<file path="config.mk">
export PLATFORM = sky130hd
export DESIGN_NAME = packet_length_crc_signer
export DESIGN_NICKNAME = d
export VERILOG_FILES = /design/src/rtl/plcs_pkg.sv /design/src/rtl/plcs_regs.sv /design/src/rtl/plcs_framer.sv /design/src/rtl/plcs_trailer.sv /design/src/rtl/plcs_obuf.sv /design/src/rtl/packet_length_crc_signer.sv
export SDC_FILE = /design/constraint.sdc
export NUM_CORES = 1
export LEC_CHECK = 0
export BUFFER_PORTS_ARGS = -buffer_cell sky130_fd_sc_hd__buf_4
export CORE_ASPECT_RATIO = 1.5
export CORE_MARGIN = 10
export CORE_UTILIZATION = 35
export DETAILED_ROUTE_END_ITERATION = 12
export RECOVER_POWER = 50
export SETUP_SLACK_MARGIN = 0.1
export SLEW_MARGIN = 0
export SYNTH_ARGS = -nofsm -noshare
export SYNTH_HDL_FRONTEND = slang
export SYNTH_SLANG_ARGS = --single-unit
</file>
<file path="constraint.sdc">
create_clock -name clk -period 3.2 [get_ports clk]
set_input_delay 0.48 -clock clk [delete_from_list [all_inputs] [get_ports clk]]
set_output_delay 0.48 -clock clk [all_outputs]
set_load 0.005 [all_outputs]
</file>
<file path="src/rtl/plcs_pkg.sv">
// plcs_pkg: shared types, constants and CRC-16 helpers for the packet length CRC signer.
// Depends on nothing; every rtl file imports it.
package plcs_pkg;

	localparam int unsigned MAX_FRAME_BYTES_DEF = 1024;
	localparam int unsigned KEY_FILL_COUNT_DEF  = 32;

	localparam logic [15:0] CRC_POLY       = 16'h1021;
	localparam logic [15:0] CRC_INIT_RST   = 16'h1021;
	localparam logic [7:0]  KEY_FILL_RST   = 8'h30;
	localparam logic [7:0]  HDR_BYTE0      = 8'hFE;
	localparam logic [7:0]  HDR_BYTE1      = 8'hF0;
	localparam logic [16:0] LENGTH_ADD     = 17'd4;

	localparam int unsigned PADDR_W = 3;
	localparam logic REG_CRC_INIT = 1'b0;
	localparam logic REG_KEY_FILL = 1'b1;

	typedef struct packed {
		logic [7:0]  data_byte;
		logic [10:0] frame_bytes;
		logic        last_byte;
	} in_word_t;

	typedef struct packed {
		logic [7:0] out_byte;
		logic       out_last;
	} out_word_t;

	typedef struct packed {
		logic      push;
		out_word_t word;
	} push_t;

	typedef struct packed {
		logic        start;
		logic [15:0] crc;
	} trl_start_t;

	typedef struct packed {
		logic [15:0] crc_init;
		logic [7:0]  key_fill;
	} cfg_t;

	// One byte into an MSB-first CRC-16, no reflection.
	function automatic logic [15:0] crc_byte(input logic [15:0] crc, input logic [7:0] b);
		logic [15:0] c;
		c = crc ^ {b, 8'h00};
		for (int i = 0; i < 8; i++) begin
			c = c[15] ? ({c[14:0], 1'b0} ^ CRC_POLY) : {c[14:0], 1'b0};
		end
		return c;
	endfunction

	// n copies of byte b; only called with constant arguments.
	function automatic logic [15:0] crc_run(input logic [15:0] crc, input logic [7:0] b,
			input int unsigned n);
		logic [15:0] c;
		c = crc;
		for (int unsigned k = 0; k < n; k++) begin
			c = crc_byte(c, b);
		end
		return c;
	endfunction

endpackage

</file>
<file path="src/rtl/plcs_regs.sv">
// plcs_regs: APB-style configuration registers (crc_init, key fill byte).
// Depends on plcs_pkg.
module plcs_regs (
	input  logic                         clk,
	input  logic                         arst_n,
	input  logic                         psel,
	input  logic                         penable,
	input  logic                         pwrite,
	input  logic [plcs_pkg::PADDR_W-1:0] paddr,
	input  logic [31:0]                  pwdata,
	output logic [31:0]                  prdata,
	output logic                         pready,
	output plcs_pkg::cfg_t               cfg
);
	import plcs_pkg::*;

	logic [15:0] crc_init_q;
	logic [7:0]  key_fill_q;
	logic        wr_en;

	assign pready = 1'b1;
	assign wr_en  = psel && penable && pwrite;

	always_ff @(posedge clk or negedge arst_n) begin
		if (!arst_n) begin
			crc_init_q <= CRC_INIT_RST;
			key_fill_q <= KEY_FILL_RST;
		end else if (wr_en) begin
			unique case (paddr[2])
				REG_CRC_INIT: crc_init_q <= pwdata[15:0];
				REG_KEY_FILL: key_fill_q <= pwdata[7:0];
				default: ;
			endcase
		end
	end

	always_comb begin
		unique case (paddr[2])
			REG_CRC_INIT: prdata = {16'h0000, crc_init_q};
			REG_KEY_FILL: prdata = {24'h000000, key_fill_q};
			default:      prdata = '0;
		endcase
	end

	assign cfg.crc_init = crc_init_q;
	assign cfg.key_fill = key_fill_q;

endmodule

</file>
<file path="src/rtl/plcs_framer.sv">
// plcs_framer: header substitution, byte position and running packet CRC.
// Depends on plcs_pkg.
module plcs_framer #(
	parameter int unsigned MAX_FRAME_BYTES = plcs_pkg::MAX_FRAME_BYTES_DEF
) (
	input  logic                   clk,
	input  logic                   arst_n,
	input  logic                   accept,
	input  plcs_pkg::in_word_t     item,
	input  logic [15:0]            crc_init,
	output plcs_pkg::out_word_t    word,
	output plcs_pkg::trl_start_t   start
);
	import plcs_pkg::*;

	localparam int unsigned POS_W = $clog2(MAX_FRAME_BYTES + 1);

	logic [POS_W-1:0] pos_q;
	logic [15:0]      len_q;
	logic [15:0]      crc_q;
	logic [16:0]      len_sum;
	logic [15:0]      len_new;
	logic [15:0]      crc_base;
	logic [15:0]      crc_new;
	logic [7:0]       b;

	assign len_sum  = 17'(item.frame_bytes) + LENGTH_ADD;
	assign len_new  = len_sum[16] ? 16'hFFFF : len_sum[15:0];
	assign crc_base = (pos_q == '0) ? crc_init : crc_q;

	always_comb begin
		case (pos_q)
			POS_W'(0): b = HDR_BYTE0;
			POS_W'(1): b = HDR_BYTE1;
			POS_W'(2): b = len_q[7:0];
			POS_W'(3): b = len_q[15:8];
			default:   b = item.data_byte;
		endcase
	end

	assign crc_new = crc_byte(crc_base, b);

	always_ff @(posedge clk or negedge arst_n) begin
		if (!arst_n) begin
			pos_q <= '0;
		end else if (accept) begin
			if (item.last_byte) begin
				pos_q <= '0;
			end else if (pos_q < POS_W'(MAX_FRAME_BYTES)) begin
				pos_q <= pos_q + POS_W'(1);
			end
		end
	end

	always_ff @(posedge clk) begin
		if (accept) begin
			crc_q <= crc_new;
			if (pos_q == '0) begin
				len_q <= len_new;
			end
		end
	end

	assign word.out_byte = b;
	assign word.out_last = 1'b0;
	assign start.start   = accept && item.last_byte;
	assign start.crc     = crc_new;

endmodule

</file>
<file path="src/rtl/plcs_trailer.sv">
// plcs_trailer: sequences the four trailer bytes (packet CRC, key CRC).
// Key CRC over the fill run uses a constant XOR matrix. Depends on plcs_pkg.
module plcs_trailer #(
	parameter int unsigned KEY_FILL_COUNT = plcs_pkg::KEY_FILL_COUNT_DEF
) (
	input  logic                 clk,
	input  logic                 arst_n,
	input  plcs_pkg::trl_start_t start,
	input  plcs_pkg::cfg_t       cfg,
	input  logic                 space,
	output logic                 busy,
	output plcs_pkg::push_t      push
);
	import plcs_pkg::*;

	localparam logic [2:0] PH_IDLE   = 3'd0;
	localparam logic [2:0] PH_CRC_LO = 3'd1;
	localparam logic [2:0] PH_CRC_HI = 3'd2;
	localparam logic [2:0] PH_KEY_LO = 3'd3;
	localparam logic [2:0] PH_KEY_HI = 3'd4;

	logic [2:0]  phase_q;
	logic [15:0] crc_q;
	logic [15:0] kcrc_q;
	logic [15:0] key_next;
	logic [15:0] key_cols [16];
	logic [15:0] fill_cols [8];

	// Fill run is linear: state part and fill-byte part add up.
	for (genvar j = 0; j < 16; j++) begin : g_key_col
		localparam logic [15:0] COL = crc_run(16'h0001 << j, 8'h00, KEY_FILL_COUNT);
		assign key_cols[j] = COL;
	end
	for (genvar i = 0; i < 8; i++) begin : g_fill_col
		localparam logic [15:0] COL = crc_run(16'h0000, 8'h01 << i, KEY_FILL_COUNT);
		assign fill_cols[i] = COL;
	end

	always_comb begin
		key_next = '0;
		for (int j = 0; j < 16; j++) begin
			if (kcrc_q[j]) key_next ^= key_cols[j];
		end
		for (int i = 0; i < 8; i++) begin
			if (cfg.key_fill[i]) key_next ^= fill_cols[i];
		end
	end

	assign busy = (phase_q != PH_IDLE);

	always_comb begin
		push = '0;
		unique case (phase_q)
			PH_CRC_LO: push = '{push: space, word: '{out_byte: crc_q[7:0], out_last: 1'b0}};
			PH_CRC_HI: push = '{push: space, word: '{out_byte: crc_q[15:8], out_last: 1'b0}};
			PH_KEY_LO: push = '{push: space, word: '{out_byte: key_next[7:0], out_last: 1'b0}};
			PH_KEY_HI: push = '{push: space, word: '{out_byte: kcrc_q[15:8], out_last: 1'b1}};
			default:   push = '0;
		endcase
	end

	always_ff @(posedge clk or negedge arst_n) begin
		if (!arst_n) begin
			phase_q <= PH_IDLE;
		end else if (start.start) begin
			phase_q <= PH_CRC_LO;
		end else if (busy && space) begin
			unique case (phase_q)
				PH_CRC_LO: phase_q <= PH_CRC_HI;
				PH_CRC_HI: phase_q <= PH_KEY_LO;
				PH_KEY_LO: phase_q <= PH_KEY_HI;
				default:   phase_q <= PH_IDLE;
			endcase
		end
	end

	// kcrc_q: crc_init over CRC low, then high, then the full key value.
	always_ff @(posedge clk) begin
		if (start.start) begin
			crc_q <= start.crc;
		end else if (busy && space) begin
			case (phase_q)
				PH_CRC_LO: kcrc_q <= crc_byte(cfg.crc_init, crc_q[7:0]);
				PH_CRC_HI: kcrc_q <= crc_byte(kcrc_q, crc_q[15:8]);
				PH_KEY_LO: kcrc_q <= key_next;
				default: ;
			endcase
		end
	end

endmodule

</file>
<file path="src/rtl/plcs_obuf.sv">
// plcs_obuf: two-word output buffer; holds results while the sink stalls.
// Depends on plcs_pkg.
module plcs_obuf (
	input  logic                clk,
	input  logic                arst_n,
	input  plcs_pkg::push_t     push,
	output logic                space,
	output logic                result_valid,
	input  logic                result_ready,
	output plcs_pkg::out_word_t result
);
	import plcs_pkg::*;

	out_word_t  ent_q [2];
	logic       wr_q;
	logic       rd_q;
	logic [1:0] cnt_q;
	logic       pop;

	assign space        = (cnt_q != 2'd2);
	assign result_valid = (cnt_q != 2'd0);
	assign result       = ent_q[rd_q];
	assign pop          = result_valid && result_ready;

	always_ff @(posedge clk or negedge arst_n) begin
		if (!arst_n) begin
			wr_q  <= 1'b0;
			rd_q  <= 1'b0;
			cnt_q <= 2'd0;
		end else begin
			if (push.push) wr_q <= ~wr_q;
			if (pop) rd_q <= ~rd_q;
			case ({push.push, pop})
				2'b10:   cnt_q <= cnt_q + 2'd1;
				2'b01:   cnt_q <= cnt_q - 2'd1;
				default: cnt_q <= cnt_q;
			endcase
		end
	end

	always_ff @(posedge clk) begin
		if (push.push) begin
			ent_q[wr_q] <= push.word;
		end
	end

endmodule

</file>
<file path="src/rtl/packet_length_crc_signer.sv">
// packet_length_crc_signer: frames a command packet with header and length and signs it
// with a packet CRC-16 and a key CRC-16. Depends on plcs_pkg and the plcs_* submodules.
//
//  channel  | signals                                      | word
//  ---------+----------------------------------------------+---------------------------------
//  item     | item_valid, item_ready, item                 | data_byte, frame_bytes, last_byte
//  result   | result_valid, result_ready, result           | out_byte, out_last
//  config   | psel, penable, pwrite, paddr, pwdata, prdata | crc_init @0x0, key_fill @0x4
//
// One byte per cycle while the output buffer has space: an ordinary item leaves one word
// and item_ready stays high. An item with last_byte set adds four trailer words; item_ready
// is low while the trailer sequencer pushes them into the output buffer.
// Output words are registered in the two-word output buffer.
// Result stalls hold in that buffer; item_ready drops only once both entries are full.
// Reset clears control state and loads crc_init 0x1021 and key fill 0x30.
module packet_length_crc_signer #(
	parameter int unsigned MAX_FRAME_BYTES = plcs_pkg::MAX_FRAME_BYTES_DEF,
	parameter int unsigned KEY_FILL_COUNT  = plcs_pkg::KEY_FILL_COUNT_DEF
) (
	input  logic                         clk,
	input  logic                         arst_n,
	input  logic                         item_valid,
	output logic                         item_ready,
	input  plcs_pkg::in_word_t           item,
	output logic                         result_valid,
	input  logic                         result_ready,
	output plcs_pkg::out_word_t          result,
	input  logic                         psel,
	input  logic                         penable,
	input  logic                         pwrite,
	input  logic [plcs_pkg::PADDR_W-1:0] paddr,
	input  logic [31:0]                  pwdata,
	output logic [31:0]                  prdata,
	output logic                         pready
);
	import plcs_pkg::*;

	cfg_t       cfg;
	out_word_t  frm_word;
	trl_start_t trl_start;
	push_t      trl_push;
	push_t      buf_push;
	logic       trl_busy;
	logic       space;
	logic       accept;

	assign item_ready = !trl_busy && space;
	assign accept     = item_valid && item_ready;
	assign buf_push   = accept ? push_t'{push: 1'b1, word: frm_word} : trl_push;

	plcs_regs u_regs (
		.clk     (clk),
		.arst_n  (arst_n),
		.psel    (psel),
		.penable (penable),
		.pwrite  (pwrite),
		.paddr   (paddr),
		.pwdata  (pwdata),
		.prdata  (prdata),
		.pready  (pready),
		.cfg     (cfg)
	);

	plcs_framer #(
		.MAX_FRAME_BYTES (MAX_FRAME_BYTES)
	) u_framer (
		.clk      (clk),
		.arst_n   (arst_n),
		.accept   (accept),
		.item     (item),
		.crc_init (cfg.crc_init),
		.word     (frm_word),
		.start    (trl_start)
	);

	plcs_trailer #(
		.KEY_FILL_COUNT (KEY_FILL_COUNT)
	) u_trailer (
		.clk    (clk),
		.arst_n (arst_n),
		.start  (trl_start),
		.cfg    (cfg),
		.space  (space),
		.busy   (trl_busy),
		.push   (trl_push)
	);

	plcs_obuf u_obuf (
		.clk          (clk),
		.arst_n       (arst_n),
		.push         (buf_push),
		.space        (space),
		.result_valid (result_valid),
		.result_ready (result_ready),
		.result       (result)
	);

endmodule

</file>
==> results.toml, run 1 <==
[final_layout]
antennaDiodeCount = 0
final_net_count = 762
layout-drive-gt1-share = 0.2376
area_growth_pct = 18.24

[floorplanning]
dieArea_um2 = 27270
rows = 64
die_h_um = 197.3
die_w_um = 138.2
io_pins = 106
placeableCoreArea_um2 = 20500
start_util = 0.3578

[sta]
skew_ns = 0.009752
fmax_mhz = 341.4
worst_pin_slew_ns = 2.477
period_minus_slack_ns = 2.929
hold_viol_final = 0
setup_tns_ns = 0
finalSetupViolations = 0
rsz0062_at_grt = "false"
max_slew_margin = -0.6513
timing.final.crit_share = 0.9154
maxSlewViolCount = 43

[drt]
vias_per_cell = 4.959
post_drt_wl_per_cell_um = 19.99
first_pass_iters = 4
vias = 4815
drtIter0Drc = 252
ant_nets = 0
drc_errors = 0
drt_wl_total_um = 19410

[logic_synthesis]
synth_area_um2 = 7335
synth_edf_count = 78
synthMuxAreaShare = 0.09348
synth-main-ff-cell = "edfxtp_1"
ys_top_cells_by_area = "edfxtp_1 (32%), xnor2_1 (16%), dfrtp_1 (13%), mux2_2 (6.3%), xor2_1 (5.4%)"
async_flop_share = 0.3500
syn_inst = 628
yosys.area_share.simple = 0.08376
synthAdderAreaFrac = 0.01024
yosys_register_bits = 120
synth_xor_xnor_area_share = 0.2329
synth_top_family_by_area = "XOR/XNOR gates"
synth_top_cell_by_area = "edfxtp_1"
synth_compound_area_frac = 0.07199
synth_top_area_frac = 0.3193
seq_area_frac_synth = 0.4635
ys_types = 58
syn_area_per_cell_um2 = 11.68
ys_warn_count = 0

[global_route]
grt_max_degree = 43
antenna_found_initial = 0
grt_pass1_wl_um = 30090
gr-usage-all-layers = 0.1406
grt_pass1_vias = 5175
grt_overflow_total = 0

[clock_tree]
holdBufCountCts = 0
cts_sinks = 120
cts_root_buf = "clkbuf_16"
clockBufferDepth = 2
clock_latency_ns = 0.42
clk_pin_slew_ns = 0.06
cts_tree = "done"
post_cts_buffers = 0
numCtsBuffers = 17
htreeDepth = 4

[critical_path]
worstPathArrival_ns = 3.08
cp_common_cell = "xnor2_1"
end_kind = "register"
path_class = "reg2reg"
cp-start-kind = "register"
cp_slowest_stage_delay_ns = 0.54
cp_slowest_cell = "or4_1"
cp_cell_sequence = "inv_1 > ha_1 > or4_1 > and4_1 > mux2i_2 > xnor2_1 > xnor2_2 > xnor2_1"
cp_max_fo = 7
critPathRequiredTime_ns = 3.35

[placement]
dp_hpwl_um = 15430
io_buffers = 70
gp_congestion = 0.9024

[status]
run_status = "finished with violations"
failed_checks = "max-capacitance violations, max-slew violations"

[hold_path]
hold_path_class = "in2reg"

[flow_run]
maxCapViolCount = 1
## cell usage after synthesis, drive strengths merged, types with 5 or more instances
| master | number |
|---|---|
| a211oi | 6 |
| a21oi | 22 |
| a22oi | 9 |
| buf | 24 |
| clkbuf | 27 |
| dfrtp | 37 |
| dfstp | 5 |
| edfxtp | 78 |
| ha | 6 |
| inv | 10 |
| mux2 | 41 |
| mux2i | 20 |
| nand2 | 22 |
| nand3 | 8 |
| nand4 | 7 |
| nor2 | 38 |
| nor2b | 14 |
| nor3 | 6 |
| o211ai | 5 |
| o21ai | 10 |
| o221ai | 5 |
| xnor2 | 138 |
| xor2 | 45 |
## what timing repair did
item | 4_1_cts | 5_1_grt
resized for setup | 0 | 2
setup endpoints to repair | 0 | 4
endpoints found under the hold margin | 0 | 0
## layout by cell type (no fill, tap or decap), types with 19 or more instances in the layout
| cell type | Yosys | routed |
|---|---|---|
| xnor2_1 | 130 | 129 |
| edfxtp_1 | 78 | 78 |
| buf_4 | 17 | 48 |
| xor2_1 | 45 | 45 |
| mux2_2 | 41 | 39 |
| nor2_1 | 38 | 38 |
| dfrtp_1 | 37 | 37 |
| a21oi_1 | 22 | 22 |
| nand2_1 | 22 | 22 |
| clkbuf_4 | 0 | 19 |
## state kept, by name, indices dropped and copies added (netlist names)
register / count
u_regs.key_fill_q: 8
u_regs.crc_init_q: 16
u_trailer.phase_q: 3
u_obuf.rd_q: 1
u_obuf.ent_q: 18
u_obuf.cnt_q: 2
u_trailer.crc_q: 16
u_framer.crc_q: 16
u_trailer.kcrc_q: 16
u_framer.len_q: 12
u_framer.pos_q: 11
u_obuf.wr_q: 1
## worst paths after layout
kind                                                     end                     startpoint  slack [ns]  depth (start not counted)
setup / recovery                u_framer.crc_q[12]$_DFFE_PP_  u_framer.pos_q[0]$_DFFE_PN0P_        0.27                          8
hold / removal                   u_framer.len_q[1]$_DFFE_PP_                        item[2]        0.26                          1
setup reg to reg                u_framer.crc_q[12]$_DFFE_PP_  u_framer.pos_q[0]$_DFFE_PN0P_        0.27                          8
hold reg to reg                  u_obuf.cnt_q[1]$_DFFE_PN0P_    u_obuf.cnt_q[1]$_DFFE_PN0P_        0.48                          1
max in group asynchronous  u_regs.crc_init_q[13]$_DFFE_PN0P_                         arst_n        0.96                          1
min in group asynchronous            u_obuf.rd_q$_DFFE_PN0P_                         arst_n        0.82                          1
## stage by stage
step                      area, µm²  worst slack, ns  utilization  instances  hold WS (ns)
after CTS                      8718           0.2419       0.4253        971       0.06888
final                          8672           0.2708       0.4230        971        0.2600
after floorplan                7391           0.6102            -        643        0.1844
after detailed placement       8077           0.2796       0.3940        939        0.4741
after global routing           8672           0.1019       0.4230        971        0.2453
after global placement         8077           0.3700       0.3940        939        0.4664
## critical path: cells and delay by family (launching register included)
family,cells,cell delay [ns]
xor gates and xnor gates,3,0.59
adders and majority gates,1,0.31
buffers and inverters,1,0.11
DFF,1,0.45
muxes,1,0.31
and+or+nand+nor,2,0.88
## final cells by class
cell class              instances  area, µm²
inverters                      11      41.29
repair buffers                 83      563.0
multi-input cells             461       3696
flip-flops and latches        120       3400
fillers                      1948      11830
well taps                     264      330.3
clock inverters                15      216.5
clock buffers                  17      425.4
## routing by layer
metal / wire (µm) / vias up / GRT usage
met5: 0 / - / 0
met4: 610 / 0 / 0.06695
met3: 540 / 36 / 0.02021
met2: 11440 / 94 / 0.2817
met1: 6817 / 2389 / 0.1362
li1: - / 2296 / -
## cells by family after synthesis
logic type / count (synthesis)
multiplexers: 61
other: 2
adder cells (fa/ha/maj): 6
XOR/XNOR: 185
buffers and inverters: 62
AND/OR/NAND/NOR: 116
AO/OA/AOI/OAI: 76
flip-flops: 120
Power of run 1 is left out: the tool's default activity adds up to more than one toggle a clock period on the data nets, which glitch-free logic cannot reach.
==> run 2: changes to the inputs <==
--- a/config.mk
+++ b/config.mk
@@ -5,10 +5,13 @@
 export SDC_FILE = /design/constraint.sdc
 export NUM_CORES = 1
 export LEC_CHECK = 0
+export ABC_AREA = 1
 export BUFFER_PORTS_ARGS = -buffer_cell sky130_fd_sc_hd__buf_4
+export CAP_MARGIN = 20
 export CORE_ASPECT_RATIO = 1.5
 export CORE_MARGIN = 10
 export CORE_UTILIZATION = 35
+export CTS_CLUSTER_DIAMETER = 30
 export DETAILED_ROUTE_END_ITERATION = 12
 export RECOVER_POWER = 50
 export SETUP_SLACK_MARGIN = 0.1
==> results.toml, run 2 <==
[status]
run_status = "finished with violations"
failed_checks = "max-capacitance violations, max-slew violations"

[clock_tree]
post_cts_buffers = 0
cts_root_buf = "clkbuf_16"
holdBufCountCts = 0
cts_sinks = 120
numCtsBuffers = 17
htreeDepth = 4
cts_tree = "done"
ctsResizeCount = 0
clockBufferDepth = 2
clock_latency_ns = 0.42
clk_pin_slew_ns = 0.06

[final_layout]
area_growth_pct = 14.22
final_cell_mix = "nand2_1 (255), inv_1 (123), nand3_1 (116), edfxtp_1 (78), xor2_1 (76)"
regMostFlops = "u_obuf.ent_q"
multi_input_area_um2 = 4307
final_common_cell = "nand2_1"
fillCellCount = 2456
antennaDiodeCount = 0
layout-drive-gt1-share = 0.1505
fin_util = 0.4071
final_net_count = 1178
largest_register_ffs = 18
seqCellArea_um2 = 3400

[floorplanning]
placeableCoreArea_um2 = 23830
die_w_um = 147.2
die_h_um = 210.8
dieArea_um2 = 31030
start_util = 0.3564
rows = 69
io_pins = 106

[critical_path]
end_kind = "register"
cp_cell_sequence = "nor2_2 > inv_1 > nor2_1 > clkbuf_1 > nand3_1 > nand3_1"
worstPathArrival_ns = 2.91
cp-start-kind = "register"
cp_max_fo = 17
path_class = "reg2reg"
critPathRequiredTime_ns = 3.45
cp_slowest_stage_delay_ns = 0.73
cp_slowest_cell = "clkbuf_1"
cp_common_cell = "nand3_1"

[logic_synthesis]
netlist_top_cells_count = "nand2_1 (254), inv_1 (123), nand3_1 (116), edfxtp_1 (78), xor2_1 (76)"
seq_area_frac_synth = 0.4003
synth_top_area_frac = 0.2758
ys_top_cells_by_area = "edfxtp_1 (28%), nand2_1 (11%), dfrtp_1 (11%), xor2_1 (7.8%), xnor2_1 (7.6%)"
yosysMostFrequentCell = "nand2_1"
synth_edf_count = 78
synth_top_cell_by_area = "edfxtp_1"
ys_types = 48
async_flop_share = 0.3500
syn_inst = 1049
synth-main-ff-cell = "edfxtp_1"
syn_area_per_cell_um2 = 8.096
ys_warn_count = 0
yosys_register_bits = 120
synth_area_um2 = 8493

[hold_path]
hold_path_class = "in2reg"

[sta]
timing.final.crit_share = 0.8318
hold_viol_final = 0
skew_ns = 0.007842
rsz0062_at_grt = "false"
finalSetupViolations = 0
maxSlewViolCount = 43
fin_hold_ws_ns = 0.2589
period_minus_slack_ns = 2.662
max_slew_margin = -0.6849
worst_pin_slew_ns = 2.527
fmax_mhz = 375.7
setup_tns_ns = 0

[drt]
ant_nets = 0
first_pass_iters = 5
vias_per_cell = 4.773
vias = 6883
drc_errors = 0
drt_wl_total_um = 23080
post_drt_wl_per_cell_um = 16.01
drtIter0Drc = 466

[global_route]
antenna_found_initial = 0
grt_overflow_total = 0
gr-usage-all-layers = 0.1490
grt_pass1_wl_um = 36490
grt_max_degree = 44
grt_pass1_vias = 6926

[placement]
gp_congestion = 0.9350
io_buffers = 70
dp_hpwl_um = 18360

[flow_run]
maxCapViolCount = 1
-- run 2: cell types whose count changed after synthesis, sizes merged, moves of 11 or more --
| cell | before | now |
|---|---|---|
| nand2 | 22 | 273 |
| inv | 10 | 129 |
| nand3 | 8 | 123 |
| xnor2 | 138 | 75 |
| o21ai | 10 | 62 |
| mux2 | 41 | 0 |
| xor2 | 45 | 76 |
| buf | 24 | 45 |
| mux2i | 20 | 0 |
| clkbuf | 27 | 9 |
| nor2 | 38 | 55 |
| nor2b | 14 | 0 |
| or2 | 2 | 13 |
-- run 2: kinds of logic (layout without fill, tap and decap cells) --
kind of cell             count (synthesis)  after routing  synth area share
other                                    2             17         0.0008842
AND/OR/NAND/NOR                        486            486            0.2644
buffers and inverters                  184            243           0.09841
XOR/XNOR                               151            151            0.1566
AO/OA/AOI/OAI                          100            100           0.07057
flip-flops                             120            120            0.4003
adder cells (fa/ha/maj)                  6              6          0.008839
-- run 2: final cells by class --
class,count,area share
flip-flops and latches,120,0.3504
repair buffers,81,0.05804
clock buffers,19,0.04463
well taps,319,0.04115
multi-input cells,760,0.4440
inverters,130,0.05082
clock inverters,13,0.01096
-- run 2: path summary, 6_finish.rpt --
kind | from | endpoint | slack (ns) | cells after the start
setup / recovery | u_trailer.phase_q[2]$_DFFE_PN0P_ | u_obuf.ent_q[1][4]$_DFFE_PP_ | 0.54 | 6
hold / removal | item[1] | u_framer.len_q[0]$_DFFE_PP_ | 0.26 | 1
setup reg to reg | u_trailer.phase_q[2]$_DFFE_PN0P_ | u_obuf.ent_q[1][4]$_DFFE_PP_ | 0.54 | 6
hold reg to reg | u_framer.pos_q[8]$_DFFE_PN0P_ | u_framer.pos_q[8]$_DFFE_PN0P_ | 0.47 | 1
max in group asynchronous | arst_n | u_regs.crc_init_q[1]$_DFFE_PN0P_ | 0.89 | 1
min in group asynchronous | arst_n | u_framer.pos_q[1]$_DFFE_PN0P_ | 0.84 | 1
-- run 2: layer usage --
metal  wire, µm  part of all wire  GRT usage
met1       8473              0.37     0.1494
met3        771             0.033    0.02187
met2      12710              0.55     0.2823
met4       1123             0.049    0.09013
met5          0                 0          0
-- run 2: critical path: cells and delay by family (launching register included) --
family	cells	cell delay (ns)
AND/OR/NAND/NOR	4	1.04
buffers and inverters	2	1.01
flip-flops	1	0.44
-- run 2: per-stage QoR --
stage | std cells | worst slack (ns) | cell area (µm²)
finish | 1442 | 0.5382 | 9701
detailed placement | 1410 | 0.8203 | 9214
floorplan | 1064 | 1.030 | 8549
global placement | 1410 | 0.8589 | 9214
CTS | 1442 | 0.8076 | 9753
global route | 1442 | 0.4300 | 9701
Power of run 2 is left out for the same reason.
